**src/hw/rtl/mpr_pkg.sv**
```systemverilog
`timescale 1ns / 1ps
package mpr_pkg;

   localparam int unsigned REG_COUNT   = 8;
   localparam int unsigned REG_IX_W    = 3;
   localparam int unsigned PADDR_W     = 6;
   localparam int unsigned QUEUE_DEPTH = 4;

   localparam logic [63:0] NODE_RESET  = 64'h1120_0010_1120_0010;

   localparam logic [7:0] STATUS_REALTIME = 8'hF8;
   localparam logic [3:0] CIN_SYSEX_END   = 4'hF;
   localparam logic [3:0] CIN_SYSEX_LO    = 4'h4;
   localparam logic [3:0] CIN_SYSEX_HI    = 4'h7;
   localparam logic [3:0] EVENT_CHAN_LO   = 4'h8;
   localparam logic [3:0] EVENT_CHAN_HI   = 4'hE;
   localparam logic [3:0] GROUP_OSC       = 4'h4;
   localparam logic [7:0] CHN_ALL         = 8'd17;
   localparam logic [7:0] CHN_MAX         = 8'd16;
   localparam logic [7:0] PORT_MAP_LO     = 8'h10;
   localparam logic [7:0] PORT_MAP_HI     = 8'h47;

   typedef struct packed {
      logic [7:0] source_port;
      logic [3:0] code_index;
      logic [3:0] cable_number;
      logic [7:0] status_byte;
      logic [7:0] data_one;
      logic [7:0] data_two;
   } mpr_pkt_type;

   // One forwarded copy on its way from the scanner to the output stage.
   typedef struct packed {
      logic [7:0] dest_port;
      logic [3:0] code_index;
      logic [3:0] cable;
      logic [7:0] status;
      logic [7:0] data_one;
      logic [7:0] data_two;
      logic       remap;
      logic [3:0] chan;
      logic       last;
   } mpr_entry_type;

   typedef struct packed {
      logic [7:0] dest_port;
      logic [3:0] code_index;
      logic [3:0] cable;
      logic [7:0] status;
      logic [7:0] data_one;
      logic [7:0] data_two;
      logic       last;
   } mpr_result_type;

   function automatic logic is_sysex(input logic [7:0] status, input logic [3:0] cin);
      return (status < STATUS_REALTIME) &&
             ((cin == CIN_SYSEX_END) || ((cin >= CIN_SYSEX_LO) && (cin <= CIN_SYSEX_HI)));
   endfunction

   // One bit per mapped port: groups 1..4, index 0..7.
   function automatic logic [31:0] mapped_port_bit(input logic [7:0] port);
      logic [31:0] m;
      logic [1:0]  grp;
      m   = '0;
      grp = port[5:4] - 2'd1;
      if ((port >= PORT_MAP_LO) && (port <= PORT_MAP_HI) && !port[3]) begin
         m = 32'd1 << {grp, port[2:0]};
      end
      return m;
   endfunction

endpackage

```
**src/hw/rtl/mpr_if.sv**
```systemverilog
`timescale 1ns / 1ps
interface mpr_req_if;
   logic       valid;
   logic       ready;
   logic [7:0] source_port;
   logic [3:0] code_index;
   logic [3:0] cable_number;
   logic [7:0] status_byte;
   logic [7:0] data_one;
   logic [7:0] data_two;

   modport source (output valid, source_port, code_index, cable_number, status_byte,
                   data_one, data_two, input ready);
   modport sink   (input valid, source_port, code_index, cable_number, status_byte,
                   data_one, data_two, output ready);
endinterface

interface mpr_rsp_if;
   logic       valid;
   logic       ready;
   logic [7:0] dest_port;
   logic [3:0] out_code_index;
   logic [3:0] out_cable;
   logic [7:0] out_status;
   logic [7:0] out_data_one;
   logic [7:0] out_data_two;
   logic       last_of_run;

   modport source (output valid, dest_port, out_code_index, out_cable, out_status,
                   out_data_one, out_data_two, last_of_run, input ready);
   modport sink   (input valid, dest_port, out_code_index, out_cable, out_status,
                   out_data_one, out_data_two, last_of_run, output ready);
endinterface

```
**src/hw/rtl/mpr_front.sv**
```systemverilog
`timescale 1ns / 1ps
module mpr_front
   import mpr_pkg::*;
#(
   parameter int unsigned NODE_COUNT = 16
) (
   input  logic          clock,
   input  logic          reset,
   input  logic          req_valid,
   output logic          req_ready,
   input  mpr_pkt_type   req_pkt,
   input  logic [31:0]   nodes [NODE_COUNT],
   output logic          push,
   output mpr_entry_type push_entry,
   input  logic          queue_full
);

   localparam int unsigned IX_W = $clog2(NODE_COUNT);
   localparam logic [1:0] ST_IDLE  = 2'd0;
   localparam logic [1:0] ST_SCAN  = 2'd1;
   localparam logic [1:0] ST_FLUSH = 2'd2;

   logic [1:0]    state_ff, state_in;
   logic [IX_W-1:0] ix_ff, ix_in;
   mpr_pkt_type   pkt_ff, pkt_in;
   logic [31:0]   done_ff, done_in;
   logic          pend_valid_ff, pend_valid_in;
   mpr_entry_type pend_ff, pend_in;

   logic [31:0] node;
   logic [7:0]  sport, schn, dport, dchn;
   logic [3:0]  event_nib;
   logic [31:0] mask;
   logic        active, chan_msg, send;
   mpr_entry_type cand;

   assign node  = nodes[ix_ff];
   assign sport = node[7:0];
   assign schn  = node[15:8];
   assign dport = node[23:16];
   assign dchn  = node[31:24];
   assign event_nib = pkt_ff.status_byte[7:4];
   assign mask  = mapped_port_bit(dport);

   assign active = (schn != 8'd0) && (dchn != 8'd0) && (sport == pkt_ff.source_port) &&
                   !((pkt_ff.source_port[7:4] == GROUP_OSC) && (dport[7:4] == GROUP_OSC));
   assign chan_msg = (event_nib >= EVENT_CHAN_LO) && (event_nib <= EVENT_CHAN_HI);

   always_comb begin
      send = 1'b0;
      if (active) begin
         if (chan_msg) begin
            send = (schn == CHN_ALL) ||
                   ({4'd0, pkt_ff.status_byte[3:0]} + 8'd1 == schn);
         end else begin
            send = (mask == 32'd0) || ((done_ff & mask) == 32'd0);
         end
      end
   end

   always_comb begin
      cand.dest_port  = dport;
      cand.code_index = pkt_ff.code_index;
      cand.cable      = pkt_ff.cable_number;
      cand.status     = pkt_ff.status_byte;
      cand.data_one   = pkt_ff.data_one;
      cand.data_two   = pkt_ff.data_two;
      cand.remap      = chan_msg && (dchn <= CHN_MAX);
      cand.chan       = dchn[3:0] - 4'd1;
      cand.last       = 1'b0;
   end

   assign req_ready = (state_ff == ST_IDLE);

   always_comb begin
      state_in      = state_ff;
      ix_in         = ix_ff;
      pkt_in        = pkt_ff;
      done_in       = done_ff;
      pend_valid_in = pend_valid_ff;
      pend_in       = pend_ff;
      push          = 1'b0;
      push_entry    = pend_ff;
      case (state_ff)
         ST_IDLE: begin
            if (req_valid) begin
               pkt_in        = req_pkt;
               ix_in         = '0;
               done_in       = '0;
               pend_valid_in = 1'b0;
               // drop SysEx data without scanning
               if (!is_sysex(req_pkt.status_byte, req_pkt.code_index)) begin
                  state_in = ST_SCAN;
               end
            end
         end
         ST_SCAN: begin
            // hold the node while it has a copy and the previous copy cannot leave
            if (!(send && pend_valid_ff && queue_full)) begin
               if (send) begin
                  push          = pend_valid_ff;
                  pend_in       = cand;
                  pend_valid_in = 1'b1;
                  done_in       = done_ff | mask;
               end
               if (ix_ff == IX_W'(NODE_COUNT - 1)) begin
                  state_in = ST_FLUSH;
               end else begin
                  ix_in = ix_ff + IX_W'(1);
               end
            end
         end
         ST_FLUSH: begin
            push_entry.last = 1'b1;
            if (!pend_valid_ff) begin
               state_in = ST_IDLE;
            end else if (!queue_full) begin
               push          = 1'b1;
               pend_valid_in = 1'b0;
               state_in      = ST_IDLE;
            end
         end
         default: begin
            state_in = ST_IDLE;
         end
      endcase
   end

   always_ff @(posedge clock) begin
      if (reset) begin
         state_ff      <= ST_IDLE;
         pend_valid_ff <= 1'b0;
      end else begin
         state_ff      <= state_in;
         pend_valid_ff <= pend_valid_in;
      end
      ix_ff   <= ix_in;
      pkt_ff  <= pkt_in;
      done_ff <= done_in;
      pend_ff <= pend_in;
   end

endmodule

```
**src/hw/rtl/mpr_queue.sv**
```systemverilog
`timescale 1ns / 1ps
module mpr_queue
   import mpr_pkg::*;
(
   input  logic          clock,
   input  logic          reset,
   input  logic          push,
   input  mpr_entry_type push_entry,
   output logic          full,
   output logic          head_valid,
   output mpr_entry_type head_entry,
   input  logic          pop
);

   localparam int unsigned PTR_W = $clog2(QUEUE_DEPTH);
   localparam int unsigned CNT_W = $clog2(QUEUE_DEPTH + 1);

   mpr_entry_type slots_ff [QUEUE_DEPTH];
   logic [PTR_W-1:0] wr_ff, wr_in, rd_ff, rd_in;
   logic [CNT_W-1:0] count_ff, count_in;
   logic do_push, do_pop;

   assign full       = (count_ff == CNT_W'(QUEUE_DEPTH));
   assign head_valid = (count_ff != '0);
   assign head_entry = slots_ff[rd_ff];
   assign do_push    = push && !full;
   assign do_pop     = pop && head_valid;

   always_comb begin
      wr_in    = do_push ? wr_ff + PTR_W'(1) : wr_ff;
      rd_in    = do_pop  ? rd_ff + PTR_W'(1) : rd_ff;
      count_in = count_ff;
      if (do_push && !do_pop) begin
         count_in = count_ff + CNT_W'(1);
      end else if (do_pop && !do_push) begin
         count_in = count_ff - CNT_W'(1);
      end
   end

   always_ff @(posedge clock) begin
      if (reset) begin
         wr_ff    <= '0;
         rd_ff    <= '0;
         count_ff <= '0;
      end else begin
         wr_ff    <= wr_in;
         rd_ff    <= rd_in;
         count_ff <= count_in;
      end
      if (do_push) begin
         slots_ff[wr_ff] <= push_entry;
      end
   end

endmodule

```
**src/hw/rtl/mpr_back.sv**
```systemverilog
`timescale 1ns / 1ps
module mpr_back
   import mpr_pkg::*;
(
   input  logic           clock,
   input  logic           reset,
   input  logic           head_valid,
   input  mpr_entry_type  head_entry,
   output logic           pop,
   output logic           rsp_valid,
   input  logic           rsp_ready,
   output mpr_result_type rsp_result
);

   logic           out_valid_ff, out_valid_in;
   mpr_result_type out_ff, out_in;

   // advance whenever the output register is empty or being drained
   assign pop = head_valid && (!out_valid_ff || rsp_ready);

   always_comb begin
      out_valid_in = out_valid_ff;
      out_in       = out_ff;
      if (pop) begin
         out_valid_in      = 1'b1;
         out_in.dest_port  = head_entry.dest_port;
         out_in.code_index = head_entry.code_index;
         out_in.cable      = head_entry.cable;
         out_in.status     = head_entry.remap ?
                             {head_entry.status[7:4], head_entry.chan} : head_entry.status;
         out_in.data_one   = head_entry.data_one;
         out_in.data_two   = head_entry.data_two;
         out_in.last       = head_entry.last;
      end else if (rsp_ready) begin
         out_valid_in = 1'b0;
      end
   end

   always_ff @(posedge clock) begin
      if (reset) begin
         out_valid_ff <= 1'b0;
      end else begin
         out_valid_ff <= out_valid_in;
      end
      out_ff <= out_in;
   end

   assign rsp_valid  = out_valid_ff;
   assign rsp_result = out_ff;

endmodule

```
**src/hw/rtl/midi_packet_route_table.sv**
```systemverilog
`timescale 1ns / 1ps
// MIDI packet router with a sixteen-node routing table.
// req_bus carries one four-byte USB MIDI packet plus the code of the port it came
// from; a transaction completes when valid and ready are both high.
// rsp_bus carries one forwarded copy per transaction, in node order, with
// last_of_run set on the final copy of a packet. A packet may give no copy.
// The APB port (psel, penable, pwrite, paddr, pwdata, prdata, pready) holds eight
// 64-bit node registers at byte addresses 8*i; pready is always high.
// Flow: the scanner visits one node per clock while no copy is held up by a full
// queue; req ready is high only between packets, and a dropped SysEx packet is not
// scanned. Each copy waits in the scanner until the next copy is found or the scan
// ends, then moves on through the queue and the output register to rsp_bus.
// A four-entry queue and an output register sit between scanner and rsp_bus, so
// a stalled receiver only halts the scan once the queue fills.
// Reset clears the queue, the output register and the scanner, and loads every
// node register with its default (source 0x10, channel off, destination 0x20).
module midi_packet_route_table
   import mpr_pkg::*;
#(
   parameter int unsigned NODE_COUNT = 16
) (
   input  logic               clock,
   input  logic               reset,
   mpr_req_if.sink            req_bus,
   mpr_rsp_if.source          rsp_bus,
   input  logic               psel,
   input  logic               penable,
   input  logic               pwrite,
   input  logic [PADDR_W-1:0] paddr,
   input  logic [63:0]        pwdata,
   output logic [63:0]        prdata,
   output logic               pready
);

   logic [63:0]    regs_ff [REG_COUNT];
   logic [31:0]    nodes [NODE_COUNT];
   logic [REG_IX_W-1:0] reg_ix;
   logic           csr_write;
   mpr_pkt_type    req_pkt;
   logic           push, queue_full, head_valid, pop;
   mpr_entry_type  push_entry, head_entry;
   mpr_result_type rsp_result;

   assign pready    = 1'b1;
   assign reg_ix    = paddr[PADDR_W-1:3];
   assign csr_write = psel && penable && pwrite && pready;
   assign prdata    = regs_ff[reg_ix];

   always_ff @(posedge clock) begin
      if (reset) begin
         regs_ff <= '{default: NODE_RESET};
      end else if (csr_write) begin
         regs_ff[reg_ix] <= pwdata;
      end
   end

   for (genvar g = 0; g < NODE_COUNT; g++) begin : g_node
      assign nodes[g] = regs_ff[g / 2][(g % 2) * 32 +: 32];
   end

   assign req_pkt.source_port  = req_bus.source_port;
   assign req_pkt.code_index   = req_bus.code_index;
   assign req_pkt.cable_number = req_bus.cable_number;
   assign req_pkt.status_byte  = req_bus.status_byte;
   assign req_pkt.data_one     = req_bus.data_one;
   assign req_pkt.data_two     = req_bus.data_two;

   mpr_front #(.NODE_COUNT(NODE_COUNT)) u_front (
      .clock      (clock),
      .reset      (reset),
      .req_valid  (req_bus.valid),
      .req_ready  (req_bus.ready),
      .req_pkt    (req_pkt),
      .nodes      (nodes),
      .push       (push),
      .push_entry (push_entry),
      .queue_full (queue_full)
   );

   mpr_queue u_queue (
      .clock      (clock),
      .reset      (reset),
      .push       (push),
      .push_entry (push_entry),
      .full       (queue_full),
      .head_valid (head_valid),
      .head_entry (head_entry),
      .pop        (pop)
   );

   mpr_back u_back (
      .clock      (clock),
      .reset      (reset),
      .head_valid (head_valid),
      .head_entry (head_entry),
      .pop        (pop),
      .rsp_valid  (rsp_bus.valid),
      .rsp_ready  (rsp_bus.ready),
      .rsp_result (rsp_result)
   );

   assign rsp_bus.dest_port      = rsp_result.dest_port;
   assign rsp_bus.out_code_index = rsp_result.code_index;
   assign rsp_bus.out_cable      = rsp_result.cable;
   assign rsp_bus.out_status     = rsp_result.status;
   assign rsp_bus.out_data_one   = rsp_result.data_one;
   assign rsp_bus.out_data_two   = rsp_result.data_two;
   assign rsp_bus.last_of_run    = rsp_result.last;

endmodule

```
**src/flat_wrapper.sv**
```systemverilog
// flat-port wrapper written by rule: the top's interface ports become plain ports
module midi_packet_route_table_flat import mpr_pkg::*;
#(
   parameter int unsigned NODE_COUNT = 16
)
  (clock, reset, psel, penable, pwrite, paddr, pwdata, prdata, pready, req_bus_valid, req_bus_source_port, req_bus_code_index, req_bus_cable_number, req_bus_status_byte, req_bus_data_one, req_bus_data_two, req_bus_ready, rsp_bus_valid, rsp_bus_dest_port, rsp_bus_out_code_index, rsp_bus_out_cable, rsp_bus_out_status, rsp_bus_out_data_one, rsp_bus_out_data_two, rsp_bus_last_of_run, rsp_bus_ready);
  mpr_req_if req_bus_i ();
  mpr_rsp_if rsp_bus_i ();
  input  logic clock;
  input  logic reset;
  input  logic psel;
  input  logic penable;
  input  logic pwrite;
  input  logic [PADDR_W-1:0] paddr;
  input  logic [63:0] pwdata;
  output logic [63:0] prdata;
  output logic pready;
  input wire logic [$bits(req_bus_i.valid)-1:0] req_bus_valid;
  input wire logic [$bits(req_bus_i.source_port)-1:0] req_bus_source_port;
  input wire logic [$bits(req_bus_i.code_index)-1:0] req_bus_code_index;
  input wire logic [$bits(req_bus_i.cable_number)-1:0] req_bus_cable_number;
  input wire logic [$bits(req_bus_i.status_byte)-1:0] req_bus_status_byte;
  input wire logic [$bits(req_bus_i.data_one)-1:0] req_bus_data_one;
  input wire logic [$bits(req_bus_i.data_two)-1:0] req_bus_data_two;
  output wire logic [$bits(req_bus_i.ready)-1:0] req_bus_ready;
  output wire logic [$bits(rsp_bus_i.valid)-1:0] rsp_bus_valid;
  output wire logic [$bits(rsp_bus_i.dest_port)-1:0] rsp_bus_dest_port;
  output wire logic [$bits(rsp_bus_i.out_code_index)-1:0] rsp_bus_out_code_index;
  output wire logic [$bits(rsp_bus_i.out_cable)-1:0] rsp_bus_out_cable;
  output wire logic [$bits(rsp_bus_i.out_status)-1:0] rsp_bus_out_status;
  output wire logic [$bits(rsp_bus_i.out_data_one)-1:0] rsp_bus_out_data_one;
  output wire logic [$bits(rsp_bus_i.out_data_two)-1:0] rsp_bus_out_data_two;
  output wire logic [$bits(rsp_bus_i.last_of_run)-1:0] rsp_bus_last_of_run;
  input wire logic [$bits(rsp_bus_i.ready)-1:0] rsp_bus_ready;
  assign req_bus_i.valid = req_bus_valid;
  assign req_bus_i.source_port = req_bus_source_port;
  assign req_bus_i.code_index = req_bus_code_index;
  assign req_bus_i.cable_number = req_bus_cable_number;
  assign req_bus_i.status_byte = req_bus_status_byte;
  assign req_bus_i.data_one = req_bus_data_one;
  assign req_bus_i.data_two = req_bus_data_two;
  assign req_bus_ready = req_bus_i.ready;
  assign rsp_bus_valid = rsp_bus_i.valid;
  assign rsp_bus_dest_port = rsp_bus_i.dest_port;
  assign rsp_bus_out_code_index = rsp_bus_i.out_code_index;
  assign rsp_bus_out_cable = rsp_bus_i.out_cable;
  assign rsp_bus_out_status = rsp_bus_i.out_status;
  assign rsp_bus_out_data_one = rsp_bus_i.out_data_one;
  assign rsp_bus_out_data_two = rsp_bus_i.out_data_two;
  assign rsp_bus_last_of_run = rsp_bus_i.last_of_run;
  assign rsp_bus_i.ready = rsp_bus_ready;
  midi_packet_route_table #(.NODE_COUNT(NODE_COUNT)) u_core (.clock(clock), .reset(reset), .req_bus(req_bus_i), .rsp_bus(rsp_bus_i), .psel(psel), .penable(penable), .pwrite(pwrite), .paddr(paddr), .pwdata(pwdata), .prdata(prdata), .pready(pready));
endmodule
```
**config.mk**
```make
export PLATFORM = sky130hd
export DESIGN_NAME = midi_packet_route_table_flat
export DESIGN_NICKNAME = d
export VERILOG_FILES = /design/src/hw/rtl/mpr_pkg.sv /design/src/hw/rtl/mpr_if.sv /design/src/hw/rtl/mpr_front.sv /design/src/hw/rtl/mpr_queue.sv /design/src/hw/rtl/mpr_back.sv /design/src/hw/rtl/midi_packet_route_table.sv /design/src/flat_wrapper.sv
export SDC_FILE = /design/constraint.sdc
export NUM_CORES = 2
export LEC_CHECK = 0
export ABC_AREA = 1
export BUFFER_PORTS_ARGS = -buffer_cell sky130_fd_sc_hd__clkbuf_2
export CAP_MARGIN = 5
export CELL_PAD_IN_SITES_DETAIL_PLACEMENT = 1
export CELL_PAD_IN_SITES_GLOBAL_PLACEMENT = 2
export CORE_MARGIN = 10
export CORE_UTILIZATION = 40
export CTS_CLUSTER_SIZE = 40
export DETAILED_ROUTE_END_ITERATION = 8
export PLACE_DENSITY_LB_ADDON = 0.1
export SLEW_MARGIN = 20
export SYNTH_ARGS = -nofsm -noshare
export SYNTH_HDL_FRONTEND = slang
export SYNTH_SLANG_ARGS = --single-unit
```
**constraint.sdc**
```tcl
create_clock -name clock -period 11.55 [get_ports clock]
set_input_delay 1.7325 -clock clock [delete_from_list [all_inputs] [get_ports clock]]
set_output_delay 1.7325 -clock clock [all_outputs]
set_load 0.05 [all_outputs]
```
Word-level counts from Yosys, hierarchy flattened
Memory sizes are Yosys's and may differ from the RTL's. A register that Yosys moved wholly into a read port is not among the register bits.
Index checks and enable logic that the tools add are counted.
{"block": "totals", "register_bits": 685, "mem_bits_rw": 184, "inputBits": 117, "output_inout_bits": 108, "elab_cells": 174, "mem_count": 1}
{"block": "classes", "addsub": 8, "n_lt_le_gt_ge": 11, "eq_ne": 17, "shift": 1, "mux": 48, "bitwise": 5, "reduce_logical": 46}
{"name": "u_core.u_queue.slots_ff", "words": 4, "word_bits": 46, "read_ports": 1, "rd_ports_with_merged_regs": 1, "write_ports": 1, "line": "mpr_queue.sv:18", "rtl": "mpr_entry_type slots_ff [QUEUE_DEPTH];"}
{"operator": "$bwmux 512", "count": 1}
{"operator": "$bmux 64 s3", "count": 1}
{"operator": "$demux 64 s3", "count": 1}
{"operator": "$mux 32", "count": 6}
{"operator": "$mux 64", "count": 3}
{"operator": "$bmux 32 s4", "count": 1}
{"operator": "$logic_not 32->1", "count": 2}
{"operator": "$pmux 32 s2", "count": 1}
{"operator": "$and 32x32->32", "count": 1}
{"operator": "$or 32x32->32", "count": 1}
{"operator": "$shl 1x5->32 const A", "count": 1}
{"operator": "$logic_and 1x1->1", "count": 20}
{"operator": "$mux 1", "count": 16}
{"operator": "$mux 2", "count": 8}
{"operator": "$mux 4", "count": 4}
{"operator": "$reduce_bool 8->1", "count": 2}
{"operator": "$ne 2x2->1 const B", "count": 6}
{"operator": "$reduce_and 4->1", "count": 3}
{"operator": "$eq 4x3->1 const B", "count": 2}
{"operator": "$eq 4x4->1 const B", "count": 2}
{"operator": "$eq 5x8->1", "count": 1}
{"operator": "$eq 8x5->1 const B", "count": 1}
{"operator": "$eq 8x8->1", "count": 1}
{"operator": "$ge 4x4->1 const B", "count": 2}
{"operator": "other kinds (36)", "count": 49}

Logic depth before layout (Yosys ltp)
{"block": "logic_depth", "word_depth": 22, "ltp_mapped": 37, "depth_no_buf": 32}

Cells and area by module
A second synthesis with hierarchy kept.
{"block": "unflattened", "hier_cells": 6268, "area_unflattened_um2": 43749.5}
{"mod": "midi_packet_route_table", "n_inst": 1, "cells_per_inst": 4228, "area_per_inst_um2": 24936.4, "seq_area_each_um2": 10249.8}
{"mod": "mpr_front", "n_inst": 1, "cells_per_inst": 1467, "area_per_inst_um2": 10131.0, "seq_area_each_um2": 3693.5}
{"mod": "mpr_queue", "n_inst": 1, "cells_per_inst": 514, "area_per_inst_um2": 7359.6, "seq_area_each_um2": 5705.5}
{"mod": "mpr_back", "n_inst": 1, "cells_per_inst": 59, "area_per_inst_um2": 1322.5, "seq_area_each_um2": 1251.2}

Least setup slack after synthesis
OpenSTA, ideal clock, no wires.
{"block": "synth_timing", "path_type": "register -> register", "from": "reg u_core.u_front.ix_ff[0]", "to": "mem u_core.u_queue.slots_ff[0][0] (netlist bit) (enable)", "setup_time_ns": 0.449, "t_arrival_ns": 6.044, "t_required_ns": 11.101, "setup_slack_ns": 5.056, "path_stages_with_launch": 29, "path_buffers": 8, "period_less_slack_ns": 6.494, "path_cell_list": "edfxtp_1 > buf_6 > inv_4 > buf_6 > buf_6 > buf_2 > clkbuf_1 > clkbuf_1 > a21oi_1 > o21ai_0 > a21oi_1 > or2_2 > a31oi_1 > ha_1 > buf_2 > inv_1 > clkbuf_1 > nor2_1 > nand4_1 > nand2_1 > nor2_1 > nand2_1 > nor2_1 > nand2_1 > a21oi_4 > nand3_2 > nand2_2 > nand2_4 > nor2_1"}
{"block": "synth_via", "elab_chain_cells": 20, "word_cells_on_any_way": 38, "classes_between": "1 x add/sub; 2 x order compare; 4 x eq/ne; 1 x shift; 11 x mux; 2 x bitwise; 17 x reduce/logical"}
{"item": "from (decl)", "line": "mpr_front.sv:24", "rtl": "logic [IX_W-1:0] ix_ff, ix_in;"}
{"item": "from (signal assigned)", "line": "mpr_front.sv:137", "rtl": "ix_ff <= ix_in;"}
{"item": "$not 4->5 (implied by the code) *", "line": "mpr_front.sv:37", "rtl": "assign node = nodes[ix_ff];"}
{"item": "$bmux 32 s4 *", "line": "mpr_front.sv:37"}
{"item": "$mux 32 (implied by the code) * (2 in a row)", "line": "mpr_front.sv:37"}
{"item": "$ge 8x5->1 / $le 8x7->1 (equally long branches)", "line": "mpr_pkg.sv:66", "rtl": "if ((port >= PORT_MAP_LO) && (port <= PORT_MAP_HI) && !port[3]) begin"}
{"item": "$logic_and 1x1->1 (2 in a row)", "line": "mpr_pkg.sv:66"}
{"item": "$mux 32", "line": "mpr_pkg.sv:66"}
{"item": "$and 32x32->32", "line": "mpr_front.sv:56", "rtl": "send = (mask == 32'd0) || ((done_ff & mask) == 32'd0);"}
{"item": "$logic_not 32->1", "line": "mpr_front.sv:56"}
{"item": "$logic_or 1x1->1", "line": "mpr_front.sv:56"}
{"item": "$mux 1", "line": "mpr_front.sv:52", "rtl": "if (chan_msg) begin"}
{"item": "$mux 1 *", "line": "mpr_front.sv:51", "rtl": "if (active) begin"}
{"item": "$logic_and 1x1->1 (2 in a row)", "line": "mpr_front.sv:99", "rtl": "if (!(send && pend_valid_ff && queue_full)) begin"}
{"item": "$mux 1 *", "line": "mpr_front.sv:99"}
{"item": "$pmux 1 s2 *", "line": "mpr_front.sv:84", "rtl": "case (state_ff)"}
{"item": "$logic_and 1x1->1 *", "line": "mpr_queue.sv:26", "rtl": "assign do_push = push && !full;"}
{"item": "$mux 1 *", "line": "mpr_queue.sv:50", "rtl": "if (do_push) begin"}
{"item": "$mux 1 (implied by the code) *", "line": "mpr_queue.sv:51", "rtl": "slots_ff[wr_ff] <= push_entry;"}
{"item": "to (decl)", "line": "mpr_queue.sv:18"}
Every way passes the cells marked *; elsewhere a longest branch is shown, timed or not. The select of a mux whose other input is x is not followed.

Worst setup path after layout
{"block": "layout_timing", "from": "reg u_core.u_front.ix_ff[0]", "to": "mem u_core.u_queue.slots_ff[0][15] (netlist bit) (enable)"}
The elaborated chain is that of the path after synthesis.

==> impl_metrics.tcl <==
set metrics [dict create \
    fin_util_pct 45.5 \
    cts_resized 0 \
    via_per_inst 5.70 \
    cp-start-kind "flop" \
    wl_um 152000 \
    rows 114 \
    leakage_uw 0.0168 \
    yosys_register_bits 871 \
    cts_buffers 97 \
    via_count 34300 \
    min-delay-start "u_core.u_front.cand[15]" \
    wire_per_inst_um 25.2 \
    grt_use_total_pct 26.5 \
    yosys_warnings 0 \
    ff2ff_setup_slack_ns 4.40 \
    drive_gt1_share_pct 10.7 \
    yosysSeqAreaShare_pct 53.9 \
    hp-class "flop to flop" \
    min_path_cells 0 \
    synth-edff-count 346 \
    worst_pin_slew_ns 1.05 \
    period_share_pct 61.9 \
    drt_iter0_markers 2634 \
    cts.clk_slew.worst_paths_ns 0.06 \
    async_flop_share_pct 0 \
    multi_input_area_um2 15000 \
    cts_root_buffer "clkbuf_16" \
    arrival_ns 7.48 \
    core_area_um2 96400 \
    synth.area.top_cells "dfxtp_1, edfxtp_1, o21ai_0" \
    yosys.cell_types.count 55 \
    synth_nets 4770 \
    r2r_cells 22 \
    firstDrtPassIters 5 \
    die_x_um 331 \
    htree_levels 3 \
    reg2reg_to "u_core.u_queue.slots_ff[0][15]" \
    syn_area_um2 38800 \
    postCtsHoldBufs 0 \
    syn2layout_area_growth_pct 13.1 \
    register_area_um2 20900 \
    skew_ns 0.0202 \
    fmaxAchievable_ghz 0.140 \
    ios 225 \
    fillerInstances 11500 \
    cp.required_ns 11.88 \
    antenna_found_initial 13 \
    status "completed" \
    synth_largest_area_cell "dfxtp_1" \
    synth_ff_type "dfxtp_1" \
    path_max_fanout 62 \
    cts_tree "yes" \
    grt_pass1_wl_um 226000 \
    vdd_drop_max_mv 0.178 \
    dieArea_um2 110000 \
    port_buffers 220 \
    slew_headroom_pct 30.0 \
    holdPathEnd "u_core.u_front.push_entry[15]" \
    fin_nets 4786 \
    grt_overflow 0 \
    ant_nets 0 \
    synth_top_area_share_pct 27.1 \
    fin_setup_tns_ns 0 \
    min_period_ns 7.15 \
    r2r_start "u_core.u_front.ix_ff[0]" \
    clk_latency_ns 0.68 \
    hpwl_um 87500 \
    setup_viol 0 \
    p_per_area_nw_per_um2 236 \
    first_global_vias 34600 \
    route.detailed.drc 0 \
    cts.sinks 871 \
    syn_area_per_cell_um2 8.36 \
    place_congestion 0.782 \
    cap_violations 0 \
    clock_path_buffers 3 \
    cts_setup_buffers 0 \
    end_kind "flop" \
    rsz0062_at_grt "no" \
    hold_viol 0 \
    crit_type "flop to flop" \
    start_util_pct 40.2 \
    die_h_um 331 \
    grt_max_degree 146 \
    drv_slew 0 \
    syn_inst 4639 \
]
==> routing by layer <==
| metal | vias to the layer above | routed length (um) | global-route usage, % |
|---|---|---|---|
| met2 | 777 | 72800 | 44.8 |
| met4 | 16 | 3430 | 7.41 |
| met1 | 17300 | 68200 | 35.2 |
| met3 | 201 | 7060 | 3.46 |
| li1 | 16000 | - | - |
| met5 | - | 132 | 0 |
==> stage by stage <==
| step | total power (uW) | worst slack, ns | area, um2 | hold WS [ns] | instances |
|---|---|---|---|---|---|
| CTS | 10400 | 4.32 | 43800 | 0.422 | 6010 |
| detailed placement | 7120 | 4.35 | 40500 | 0.405 | 5832 |
| finish | 10300 | 4.40 | 43800 | 0.421 | 6017 |
| global placement | 7060 | 4.48 | 40500 | 0.403 | 5832 |
| floorplan | 6020 | 5.06 | 38800 | 0.400 | 4639 |
| global route | 10800 | 4.01 | 43800 | 0.425 | 6012 |
==> Yosys cell counts, types with 53 or more instances <==
master	number
a21oi_1	425
a221oi_1	72
a22oi_1	53
clkbuf_1	257
dfxtp_1	525
edfxtp_1	346
inv_1	350
nand2_1	491
nand3_1	180
nand4_1	65
nor2_1	697
o21ai_0	759
o22ai_1	101
==> kinds of logic (layout without fill, tap and decap cells) <==
logic type / Yosys count / in the layout / share of synthesized area [%]
AOI/OAI and AO/OA: 1519 / 1519 / 21.7
xor gates and xnor gates: 19 / 19 / 0.429
and+or+nand+nor: 1478 / 1478 / 15.6
buffers and inverters: 737 / 832 / 7.89
other: 1 / 8 / 0.00967
DFF: 871 / 871 / 53.9
adders and majority gates: 14 / 14 / 0.471
==> sequential cells by signal (all words and copies together), names as in the netlist, 2 cells and up, named ones only <==
name / count
u_core.nodes: 512
u_core.u_back.rsp_result: 41
u_core.u_front.cand: 32
u_core.u_front.done_ff: 32
u_core.u_front.ix_ff: 4
u_core.u_front.pkt_ff: 8
u_core.u_front.push_entry: 45
u_core.u_front.state_ff: 2
u_core.u_queue.count_ff: 3
u_core.u_queue.rd_ff: 2
u_core.u_queue.slots_ff: 184
u_core.u_queue.wr_ff: 2
==> power by group <==
group	switching [uW]	internal, uW
Sequential	109	3530
Clock	1340	1930
Combinational	2640	776
Total	4090	6240
==> placed cells by master, fill, tap and decap left out, types with 10 or more instances in the layout <==
master and instances:
nand2_1 491, inv_1 339, nand4_1 65, xnor2_1 10, a31oi_1 10, edfxtp_1 346, o21ai_0 759, inv_2 13
a21oi_1 424, nor3_2 10, nor3_1 12, dfxtp_1 523, clkinv_1 10, bufinv_16 14, o21ai_1 18, ha_1 13
nand3_1 180, o211ai_1 41, clkbuf_1 18, nor2_4 14, clkbuf_16 98, nor2_1 684, a22oi_1 53, o2111ai_1 26
clkbuf_2 220, o22ai_1 101, clkinv_2 19, buf_4 68, a221oi_1 72
==> worst max-delay path, cell delays in order (launching register included) <==
cell      delay, ns
edfxtp_1       0.32
buf_4          0.56
buf_4          0.63
a21oi_1        0.16
o21ai_0        0.11
a21oi_1        0.08
or2_2          0.28
a31oi_1        0.76
ha_1           0.61
inv_1          0.55
nor2_1         0.15
nand4_1        0.15
nand2_1        0.06
nor2_1         0.11
nand2_1        0.07
nor2_1         0.17
nand2_1        0.20
a21oi_4        0.24
nand3_2        0.09
nand2_2        0.12
nand2_4        0.12
nor2_4         0.61
buf_4          0.52
==> worst max-delay path by stage <==
stage                                           to  depth (start not counted)                     from  slack, ns
CTS                 u_core.u_queue.slots_ff[0][15]                         22  u_core.u_front.ix_ff[0]       4.32
finish              u_core.u_queue.slots_ff[0][15]                         22  u_core.u_front.ix_ff[0]       4.40
global route        u_core.u_queue.slots_ff[0][15]                         22  u_core.u_front.ix_ff[0]       4.01
global placement    u_core.u_queue.slots_ff[0][15]                         22  u_core.u_front.ix_ff[0]       4.48
detailed placement  u_core.u_queue.slots_ff[0][12]                         22  u_core.u_front.ix_ff[0]       4.35
floorplan            u_core.u_queue.slots_ff[0][0]                         28  u_core.u_front.ix_ff[0]       5.06
==> area by class of cell <==
cell class,instances,share of cell area (%)
Tap cell,1276,3.64
Timing Repair Buffer,288,3.68
Sequential cell,871,47.7
Clock inverter,53,1.56
Multi-Input combinational cell,3031,34.1
Antenna cell,7,0.0400
Inverter,366,3.22
Clock buffer,125,6.03
No activity file was read; power rests on OpenSTA's default activity.
